===== src/sv/playfair_encrypt_defines.svh =====
// ----------------------------------------------------------------------------
// Playfair encryption assertion macros
// Clocked assertion helpers shared by the RTL files of the block.
// ----------------------------------------------------------------------------
`ifndef PLAYFAIR_ENCRYPT_DEFINES_SVH
`define PLAYFAIR_ENCRYPT_DEFINES_SVH

`ifndef SYNTHESIS
// check a property at every clock edge outside reset
`define PFE_ASSERT(lbl, clk, rstn, prop, msg) \
    lbl: assert property (@(posedge clk) disable iff (!(rstn)) (prop)) else $error(msg);
// check a property at every clock edge, reset included
`define PFE_ASSERT_ALWAYS(lbl, clk, prop, msg) \
    lbl: assert property (@(posedge clk) (prop)) else $error(msg);
`else
`define PFE_ASSERT(lbl, clk, rstn, prop, msg)
`define PFE_ASSERT_ALWAYS(lbl, clk, prop, msg)
`endif

`endif


===== src/sv/pfe_pkg.sv =====
// ----------------------------------------------------------------------------
// Playfair encryption package
// Letter codes, command codes, controller states and square geometry helpers.
// ----------------------------------------------------------------------------
`default_nettype none

package pfe_pkg;

    localparam int LETTER_W = 5;
    localparam int CELLS    = 25;
    localparam int LETTERS  = 26;
    localparam int SIDE     = 5;

    localparam logic [LETTER_W-1:0] LETTER_I = 5'd8;
    localparam logic [LETTER_W-1:0] LETTER_J = 5'd9;
    localparam logic [LETTER_W-1:0] LETTER_Q = 5'd16;
    localparam logic [LETTER_W-1:0] LETTER_X = 5'd23;

    typedef enum logic [1:0] {
        CMD_KEY      = 2'd0,
        CMD_KEY_DONE = 2'd1,
        CMD_MSG      = 2'd2,
        CMD_END      = 2'd3
    } t_cmd;

    typedef enum logic [2:0] {
        S_IDLE,
        S_FILL,
        S_POS,
        S_CELL,
        S_OUT0,
        S_OUT1
    } t_state;

    // controller to datapath
    typedef struct packed {
        logic accept;
        logic fill;
        logic second;
    } t_ctl;

    // datapath to controller
    typedef struct packed {
        logic key_done;
        logic pair;
        logic fill_last;
    } t_sts;

    function automatic logic [2:0] pos_row(input logic [LETTER_W-1:0] p);
        logic [2:0] r;
        if (p >= 5'd20)      r = 3'd4;
        else if (p >= 5'd15) r = 3'd3;
        else if (p >= 5'd10) r = 3'd2;
        else if (p >= 5'd5)  r = 3'd1;
        else                 r = 3'd0;
        return r;
    endfunction

    function automatic logic [2:0] pos_col(input logic [LETTER_W-1:0] p);
        logic [LETTER_W-1:0] base;
        base = {pos_row(p), 2'b00} + 5'(pos_row(p));
        return 3'(p - base);
    endfunction

    // advance one cell with wraparound
    function automatic logic [2:0] wrap_next(input logic [2:0] x);
        return (x == 3'(SIDE - 1)) ? 3'd0 : x + 3'd1;
    endfunction

    function automatic logic [LETTER_W-1:0] cell_addr(input logic [2:0] row,
                                                      input logic [2:0] col);
        return {row, 2'b00} + 5'(row) + 5'(col);
    endfunction

endpackage

`default_nettype wire


===== src/sv/pfe_in_if.sv =====
// ----------------------------------------------------------------------------
// Playfair input channel
// Valid/ready channel carrying one command word: command and letter.
// ----------------------------------------------------------------------------
`default_nettype none

interface pfe_in_if;
    logic                           valid;
    logic                           ready;
    logic [1:0]                     cmd;
    logic [pfe_pkg::LETTER_W-1:0]   letter;

    modport source (output valid, output cmd, output letter, input ready);
    modport sink   (input valid, input cmd, input letter, output ready);
endinterface

`default_nettype wire


===== src/sv/pfe_out_if.sv =====
// ----------------------------------------------------------------------------
// Playfair output channel
// Valid/ready channel carrying one cipher letter word with its last flag.
// ----------------------------------------------------------------------------
`default_nettype none

interface pfe_out_if;
    logic                           valid;
    logic                           ready;
    logic [pfe_pkg::LETTER_W-1:0]   cipher_letter;
    logic                           last;

    modport source (output valid, output cipher_letter, output last, input ready);
    modport sink   (input valid, input cipher_letter, input last, output ready);
endinterface

`default_nettype wire


===== src/sv/pfe_datapath.sv =====
// ----------------------------------------------------------------------------
// Playfair datapath
// Square and letter position memories, key fill, pair former and lookup.
// ----------------------------------------------------------------------------
`default_nettype none

`include "playfair_encrypt_defines.svh"

module pfe_datapath (
    input  wire                           i_clk,
    input  wire                           i_rst_n,
    input  pfe_pkg::t_ctl                 i_ctl,
    output pfe_pkg::t_sts                 o_sts,
    input  wire [1:0]                     i_in_cmd,
    input  wire [pfe_pkg::LETTER_W-1:0]   i_in_letter,
    output logic [pfe_pkg::LETTER_W-1:0]  o_cipher_letter,
    output logic                          o_last
);
    import pfe_pkg::*;

    logic [LETTER_W-1:0] mem_sq  [CELLS];
    logic [LETTER_W-1:0] mem_pos [LETTERS];
    logic                r_used  [LETTERS];

    logic [LETTER_W-1:0] r_fill_count;
    logic [LETTER_W-1:0] r_fill_idx;
    logic [LETTER_W-1:0] r_pend_letter;
    logic                r_pend_valid;
    logic [LETTER_W-1:0] r_pair_a;
    logic [LETTER_W-1:0] r_pair_b;
    logic [LETTER_W-1:0] r_pos_a;
    logic [LETTER_W-1:0] r_pos_b;
    logic [LETTER_W-1:0] r_cell_a;
    logic [LETTER_W-1:0] r_cell_b;

    t_cmd                in_cmd;
    logic                full;
    logic                v_ok;
    logic [LETTER_W-1:0] msg_v;
    logic                dup;
    logic                msg_take;
    logic                msg_pair;
    logic                end_pair;
    logic [LETTER_W-1:0] pair_b;
    logic [LETTER_W-1:0] place_v;
    logic                place_req;
    logic                place_en;
    logic [2:0]          r1, c1, r2, c2;
    logic [LETTER_W-1:0] addr_a;
    logic [LETTER_W-1:0] addr_b;

    always_comb begin
        in_cmd   = t_cmd'(i_in_cmd);
        full     = (r_fill_count == 5'(CELLS));
        v_ok     = (i_in_letter < 5'(LETTERS));
        msg_v    = (i_in_letter == LETTER_J) ? LETTER_I : i_in_letter;
        dup      = (msg_v == r_pend_letter);
        msg_take = (in_cmd == CMD_MSG) && full && v_ok;
        msg_pair = msg_take && r_pend_valid;
        end_pair = (in_cmd == CMD_END) && full && r_pend_valid;
        if (end_pair) begin
            pair_b = LETTER_X;
        end else if (dup) begin
            pair_b = (msg_v == LETTER_X) ? LETTER_Q : LETTER_X;
        end else begin
            pair_b = msg_v;
        end
        o_sts.key_done  = (in_cmd == CMD_KEY_DONE);
        o_sts.pair      = msg_pair || end_pair;
        o_sts.fill_last = (r_fill_idx == 5'(LETTERS - 1));
    end

    // at most one letter placed per cycle, either a key word or a fill sweep step
    always_comb begin
        place_v   = i_ctl.fill ? r_fill_idx : i_in_letter;
        place_req = i_ctl.fill || (i_ctl.accept && (in_cmd == CMD_KEY));
        place_en  = place_req && (place_v < 5'(LETTERS)) && (place_v != LETTER_J)
                    && !full && !r_used[place_v];
    end

    always_ff @(posedge i_clk) begin
        if (!i_rst_n) begin
            r_fill_count <= '0;
            r_fill_idx   <= '0;
            r_pend_valid <= 1'b0;
            for (int k = 0; k < LETTERS; k++) begin
                r_used[k] <= 1'b0;
            end
        end else begin
            if (place_en) begin
                r_used[place_v] <= 1'b1;
                r_fill_count    <= r_fill_count + 5'd1;
            end
            if (i_ctl.accept && (in_cmd == CMD_KEY_DONE)) begin
                r_fill_idx <= '0;
            end else if (i_ctl.fill) begin
                r_fill_idx <= r_fill_idx + 5'd1;
            end
            if (i_ctl.accept) begin
                if (msg_take && !r_pend_valid) begin
                    r_pend_valid <= 1'b1;
                end else if ((msg_pair && !dup) || end_pair) begin
                    r_pend_valid <= 1'b0;
                end
            end
        end
    end

    always_ff @(posedge i_clk) begin
        if (i_ctl.accept && msg_take && !r_pend_valid) begin
            r_pend_letter <= msg_v;
        end
        if (i_ctl.accept && (msg_pair || end_pair)) begin
            r_pair_a <= r_pend_letter;
            r_pair_b <= pair_b;
        end
    end

    always_ff @(posedge i_clk) begin
        if (place_en) begin
            mem_pos[place_v]     <= r_fill_count;
            mem_sq[r_fill_count] <= place_v;
        end
        r_pos_a <= mem_pos[r_pair_a];
        r_pos_b <= mem_pos[r_pair_b];
    end

    always_comb begin
        r1 = pos_row(r_pos_a);
        c1 = pos_col(r_pos_a);
        r2 = pos_row(r_pos_b);
        c2 = pos_col(r_pos_b);
        if (r1 == r2) begin
            addr_a = cell_addr(r1, wrap_next(c1));
            addr_b = cell_addr(r2, wrap_next(c2));
        end else if (c1 == c2) begin
            addr_a = cell_addr(wrap_next(r1), c1);
            addr_b = cell_addr(wrap_next(r2), c2);
        end else begin
            addr_a = cell_addr(r1, c2);
            addr_b = cell_addr(r2, c1);
        end
    end

    always_ff @(posedge i_clk) begin
        r_cell_a <= mem_sq[addr_a];
        r_cell_b <= mem_sq[addr_b];
    end

    assign o_cipher_letter = i_ctl.second ? r_cell_b : r_cell_a;
    assign o_last          = i_ctl.second;

    `PFE_ASSERT(a_fill_bound, i_clk, i_rst_n, r_fill_count <= 5'(CELLS), "square overfilled")
    `PFE_ASSERT(a_idx_bound, i_clk, i_rst_n, r_fill_idx <= 5'(LETTERS), "fill index overrun")
    `PFE_ASSERT(a_pend_hold, i_clk, i_rst_n, !i_ctl.accept |=> $stable(r_pend_valid), "pending changed without accept")

endmodule

`default_nettype wire


===== src/sv/pfe_ctrl.sv =====
// ----------------------------------------------------------------------------
// Playfair controller
// Sequences accept, key fill sweep, memory lookups and the two output words.
// ----------------------------------------------------------------------------
`default_nettype none

`include "playfair_encrypt_defines.svh"

module pfe_ctrl (
    input  wire             i_clk,
    input  wire             i_rst_n,
    input  wire             i_in_valid,
    output logic            o_in_ready,
    output logic            o_out_valid,
    input  wire             i_out_ready,
    input  pfe_pkg::t_sts   i_sts,
    output pfe_pkg::t_ctl   o_ctl
);
    import pfe_pkg::*;

    t_state r_state;
    t_state n_state;

    always_ff @(posedge i_clk) begin
        if (!i_rst_n) begin
            r_state <= S_IDLE;
        end else begin
            r_state <= n_state;
        end
    end

    always_comb begin
        n_state = r_state;
        unique case (r_state)
            S_IDLE: begin
                if (i_in_valid) begin
                    if (i_sts.key_done) begin
                        n_state = S_FILL;
                    end else if (i_sts.pair) begin
                        n_state = S_POS;
                    end
                end
            end
            S_FILL: begin
                if (i_sts.fill_last) n_state = S_IDLE;
            end
            S_POS:  n_state = S_CELL;
            S_CELL: n_state = S_OUT0;
            S_OUT0: begin
                if (i_out_ready) n_state = S_OUT1;
            end
            S_OUT1: begin
                if (i_out_ready) n_state = S_IDLE;
            end
            default: n_state = S_IDLE;
        endcase
    end

    always_comb begin
        o_in_ready   = (r_state == S_IDLE);
        o_out_valid  = (r_state == S_OUT0) || (r_state == S_OUT1);
        o_ctl.accept = (r_state == S_IDLE) && i_in_valid;
        o_ctl.fill   = (r_state == S_FILL);
        o_ctl.second = (r_state == S_OUT1);
    end

    `PFE_ASSERT(a_no_overlap, i_clk, i_rst_n, !(o_in_ready && o_out_valid), "input and output open together")
    `PFE_ASSERT(a_out1_order, i_clk, i_rst_n, (r_state == S_OUT1) |-> ($past(r_state) == S_OUT0 || $past(r_state) == S_OUT1), "second word without first")
    `PFE_ASSERT(a_fill_entry, i_clk, i_rst_n, (o_in_ready && i_in_valid && i_sts.key_done) |=> (r_state == S_FILL), "key done did not start fill")

endmodule

`default_nettype wire


===== src/sv/playfair_encrypt.sv =====
// ----------------------------------------------------------------------------
// Playfair encryption
// Top level: controller and datapath joined to the input and output channels.
// ----------------------------------------------------------------------------
// Timing: a key letter word is finished at its accept. A key done word is
// accepted, then sweeps over all 26 letters, one letter per cycle through
// the single write port of the square and position memories. A message or
// end word that completes a pair goes through the accept, a registered
// read of the two letter positions, a registered read of the two square
// cells, then the two cipher letter words, each held while the output
// stalls. Other message and end words are finished at the accept. A new
// word is taken only once the previous one has finished.
`default_nettype none

module playfair_encrypt (
    input  wire        i_clk,
    input  wire        i_rst_n,
    pfe_in_if.sink     i_msg,
    pfe_out_if.source  o_ct
);
    import pfe_pkg::*;

    t_ctl ctl;
    t_sts sts;

    pfe_ctrl u_ctrl (
        .i_clk       (i_clk),
        .i_rst_n     (i_rst_n),
        .i_in_valid  (i_msg.valid),
        .o_in_ready  (i_msg.ready),
        .o_out_valid (o_ct.valid),
        .i_out_ready (o_ct.ready),
        .i_sts       (sts),
        .o_ctl       (ctl)
    );

    pfe_datapath u_datapath (
        .i_clk           (i_clk),
        .i_rst_n         (i_rst_n),
        .i_ctl           (ctl),
        .o_sts           (sts),
        .i_in_cmd        (i_msg.cmd),
        .i_in_letter     (i_msg.letter),
        .o_cipher_letter (o_ct.cipher_letter),
        .o_last          (o_ct.last)
    );

endmodule

`default_nettype wire


===== src/flat_wrapper.sv =====
// flat-port wrapper written by rule: the top's interface ports become plain ports
module playfair_encrypt_flat import pfe_pkg::*;
  (i_clk, i_rst_n, i_msg_valid, i_msg_cmd, i_msg_letter, i_msg_ready, o_ct_valid, o_ct_cipher_letter, o_ct_last, o_ct_ready);
  pfe_in_if i_msg_i ();
  pfe_out_if o_ct_i ();
  input  wire i_clk;
  input  wire i_rst_n;
  input wire logic [$bits(i_msg_i.valid)-1:0] i_msg_valid;
  input wire logic [$bits(i_msg_i.cmd)-1:0] i_msg_cmd;
  input wire logic [$bits(i_msg_i.letter)-1:0] i_msg_letter;
  output wire logic [$bits(i_msg_i.ready)-1:0] i_msg_ready;
  output wire logic [$bits(o_ct_i.valid)-1:0] o_ct_valid;
  output wire logic [$bits(o_ct_i.cipher_letter)-1:0] o_ct_cipher_letter;
  output wire logic [$bits(o_ct_i.last)-1:0] o_ct_last;
  input wire logic [$bits(o_ct_i.ready)-1:0] o_ct_ready;
  assign i_msg_i.valid = i_msg_valid;
  assign i_msg_i.cmd = i_msg_cmd;
  assign i_msg_i.letter = i_msg_letter;
  assign i_msg_ready = i_msg_i.ready;
  assign o_ct_valid = o_ct_i.valid;
  assign o_ct_cipher_letter = o_ct_i.cipher_letter;
  assign o_ct_last = o_ct_i.last;
  assign o_ct_i.ready = o_ct_ready;
  playfair_encrypt u_core (.i_clk(i_clk), .i_rst_n(i_rst_n), .i_msg(i_msg_i), .o_ct(o_ct_i));
endmodule

===== config.mk =====
export PLATFORM = sky130hd
export DESIGN_NAME = playfair_encrypt_flat
export DESIGN_NICKNAME = d
export VERILOG_FILES = /design/src/sv/pfe_pkg.sv /design/src/sv/pfe_in_if.sv /design/src/sv/pfe_out_if.sv /design/src/sv/pfe_datapath.sv /design/src/sv/pfe_ctrl.sv /design/src/sv/playfair_encrypt.sv /design/src/flat_wrapper.sv
export VERILOG_INCLUDE_DIRS = /design/src /design/src/sv
export SDC_FILE = /design/constraint.sdc
export NUM_CORES = 1
export LEC_CHECK = 0
export BUFFER_PORTS_ARGS = -buffer_cell sky130_fd_sc_hd__buf_2
export CAP_MARGIN = 25
export CORE_MARGIN = 4
export CORE_UTILIZATION = 40
export DETAILED_ROUTE_END_ITERATION = 6
export SYNTH_ARGS = -nofsm -noshare
export SYNTH_HDL_FRONTEND = slang
export SYNTH_SLANG_ARGS = --single-unit

===== constraint.sdc =====
create_clock -name i_clk -period 9.95 [get_ports i_clk]
set_input_delay 0.4975 -clock i_clk [delete_from_list [all_inputs] [get_ports i_clk]]
set_output_delay 0.4975 -clock i_clk [all_outputs]
set_load 0.005 [all_outputs]

==> impl_metrics.toml <==
[outcome]
status = "finished, final reports clean"

[route]
avgViaCountPerCell = 5.89
vias = 10800
wl_met3_um = 2600
drt_wl_total_um = 42300
drt-initial-drc-count = 1135
wl_per_cell_um = 23.0
drc = 0
wl_met1_um = 19100
ant_nets = 0
routed.top_layer = "met4"
drt_first_pass_iters = 5
wl_met2_um = 19900

[synthesis]
yosys-mux-area-fraction_pct = 18.2
async_reset_ff_share_pct = 0
synth_compound_area_share_pct = 8.92
synth_edf_count = 270
yosysUniqueCellTypes = 82
syn_area_per_cell_um2 = 13.5
yosys.area_share.adder_pct = 3.88
synth-xor-area-share_pct = 1.50
ys_seq_area_share_pct = 55.2
synth_top_family_by_area = "multiplexers"
yosysTopAreaCellShare_pct = 47.6
yosys.area_share.simple_pct = 9.11
synth_warnings = 0
syn_area_mm2 = 0.0170
yosys-top-cells-area = "edfxtp_1, mux4_2, dfxtp_1"
synth_top_area_cell = "edfxtp_1"
syn_inst = 1265
synth_ff_type = "edfxtp_1"
ys_seq_elements = 335

[floorplanning]
ios = 19
start_util_pct = 40.5
rows = 75
die_area_mm2 = 0.0460
core-area_mm2 = 0.0420
die_h_um = 214
die_x_um = 214

[timing]
fmax_mhz = 172
worst_pin_slew_ns = 0.949
finalCritPeriodShare_pct = 58.4
final_max_slew_viol_count = 0
setup_viol = 0
fin_ws_ns = 4.14
max_slew_margin_pct = 34.9
hold_viol = 0
rsz0062_at_grt = "false"
fin_skew_ns = 0.0105
fin_tns_setup_ns = 0
fin_crit_ns = 5.81

[global_route]
grt_pass1_vias = 10900
globalRouteTotalUtil_pct = 18.2
antenna_found_initial = 0
grt_max_degree = 43
grt_first_pass_wirelength_um = 65200
grt_overflow = 0

[setup_path]
slowest_delay_ns = 0.72
crit_family = "compound AO/OA/AOI/OAI gates"
crit_required_ns = 10.33
start_kind = "register"
cpMostUsedCell = "inv_1"
worst_path_max_delay_cell = "fa_1"
r2r_start = "u_core.u_datapath.r_pos_a[1]$_DFF_P_"
arrival_ns = 6.18
critPathKind = "reg -> reg"
rrSetupSlack_ns = 4.14
reg2reg_to = "u_core.u_datapath.r_cell_a[1]$_DFF_P_"
critPathBufInv = 4
worst_setup_path_end_kind = "register"
crit_path_max_fanout = 16
r2r_cells = 21
cp_cell_sequence = "nor2_1 -> o21ai_1 -> a221o_1 -> inv_1 -> nor2_1 -> ha_1 -> inv_1 -> fa_1 -> inv_1 -> ha_1 -> a21oi_1 -> ha_1 -> inv_1 -> fa_1 -> nor2b_1 -> nor3_1 -> a21o_1 -> nor2_1 -> a32o_1 -> nor4_1 -> a211oi_1"

[clock_tree]
cts_tree = "built"
cts_resized = 0
cts_max_path_buffers = 3
cts_root_buffer = "clkbuf_16"
clk_latency_ns = 0.52
post_cts_buffers = 0
hold_buffers = 0
cts_made_buffers = 35
clk_pin_slew_ns = 0.06
clock-sinks = 335
ctsHtreeMaxLevel = 2

[finish]
layout_common_cells = "edfxtp_1, nand2_1, mux2i_1"
final_common_cell = "edfxtp_1"
antenna_cells = 0
drive_above_1_share_pct = 16.6
nets = 1329
syn_to_final_growth_pct = 10.2
utilization_pct = 44.7

[min_path]
worstHoldStart = "i_msg_letter[3]"
min_path_cells = 1
hp-class = "in -> reg"
worstHoldEndpoint = "u_core.u_datapath.r_pend_letter[3]$_DFFE_PP_"

[pwr]
p_sw_share_pct = 27.3
power_density_mw_per_mm2 = 185
power_frac_comb_pct = 17.0
ir_drop_uv = 145
seq_power_share_pct = 47.2
switchingPower_w = 0.000946
internal_power_w = 0.00252
clkPwrFrac_pct = 35.9
leakage_nw = 6.79

[placed_design]
hpwl_um = 28600
gp_congestion = 0.867
dpl_worst_slack_ns = 4.19
portBuffers = 18

[flow_run]
drv_cap = 0
[power by group through the flow]
| stage | clock network, W | logic [W] | registers, W |
|---|---|---|---|
| final | 0.00124 | 0.000588 | 0.00164 |
| after global routing | 0.00133 | 0.000637 | 0.00164 |
| after CTS | 0.00127 | 0.000561 | 0.00165 |
| after detailed placement | 0 | 0.000558 | 0.00168 |
| after global placement | 0 | 0.000544 | 0.00168 |
| after floorplan | 0 | 0.000396 | 0.00166 |
[cells in the mapped netlist (all sizes together) (14+ instances only)]
cell	number
inv	44
ha	36
nand3	20
buf	30
nor2	88
mux4	80
and2	14
nor2b	18
and3	14
a211oi	18
a21oi	42
edfxtp	270
mux2	28
o21a	28
dfxtp	65
nor3	22
xnor2	16
clkbuf	42
mux2i	99
nand2	105
o21ai	25
[sequential cells by signal, summed over array words and instances (netlist names), 5 cells and up]
name,count
u_core.u_datapath.r_pair_b,5
u_core.u_datapath.mem_pos,130
u_core.u_datapath.r_fill_idx,5
u_core.u_datapath.r_pend_letter,5
u_core.u_datapath.r_fill_count,5
u_core.u_datapath.mem_sq,125
u_core.u_datapath.r_used,31
u_core.u_datapath.r_cell_a,5
u_core.u_datapath.r_pair_a,5
u_core.u_datapath.r_cell_b,5
u_core.u_datapath.r_pos_b,5
u_core.u_datapath.r_pos_a,5
[cell type report]
cell class / instances / area, µm²
clock buffers: 51 / 1030
fillers: 3788 / 23300
clock inverters: 12 / 61.3
repair buffers: 38 / 315
multi-input cells: 818 / 7140
well taps: 539 / 674
inverters: 44 / 165
flip-flops and latches: 335 / 9410
[routing by layer]
| layer | vias to the layer above | track usage (%) |
|---|---|---|
| met3 | 49 | 2.68 |
| li1 | 4884 | - |
| met4 | 0 | 4.24 |
| met1 | 5505 | 26.4 |
| met5 | - | 0 |
| met2 | 376 | 29.2 |
[kinds of logic after synthesis]
group / after synthesis
and+or+nand+nor: 323
xor gates and xnor gates: 25
muxes: 207
DFF: 335
other: 1
adders and majority gates: 47
AOI/OAI and AO/OA: 211
buffers and inverters: 116
[metrics by stage]
| step | cells | hold slack [ns] | instance area [µm²] | total power [W] |
|---|---|---|---|---|
| 2_1_floorplan | 1269 | 0.405 | 17100 | 0.00205 |
| 3_3_place_gp | 1768 | 0.338 | 17600 | 0.00222 |
| 3_5_place_dp | 1772 | 0.342 | 17600 | 0.00224 |
| 4_1_cts | 1835 | 0.199 | 18700 | 0.00348 |
| 5_1_grt | 1837 | 0.217 | 18800 | 0.00361 |
| 6_report | 1837 | 0.220 | 18800 | 0.00347 |
[worst max-delay path by stage]
stage	startpoint	to	depth (start not counted)
global route	u_core.u_datapath.r_pos_a[1]$_DFF_P_	u_core.u_datapath.r_cell_a[1]$_DFF_P_	18
global placement	u_core.u_datapath.r_pos_b[3]$_DFF_P_	u_core.u_datapath.r_cell_b[1]$_DFF_P_	19
floorplan	u_core.u_datapath.r_pos_b[3]$_DFF_P_	u_core.u_datapath.r_cell_b[1]$_DFF_P_	20
CTS	u_core.u_datapath.r_pos_a[1]$_DFF_P_	u_core.u_datapath.r_cell_a[1]$_DFF_P_	18
finish	u_core.u_datapath.r_pos_a[1]$_DFF_P_	u_core.u_datapath.r_cell_a[1]$_DFF_P_	21
detailed placement	u_core.u_datapath.r_pos_a[1]$_DFF_P_	u_core.u_datapath.r_cell_a[1]$_DFF_P_	18
(Power assumes the default switching activity.)
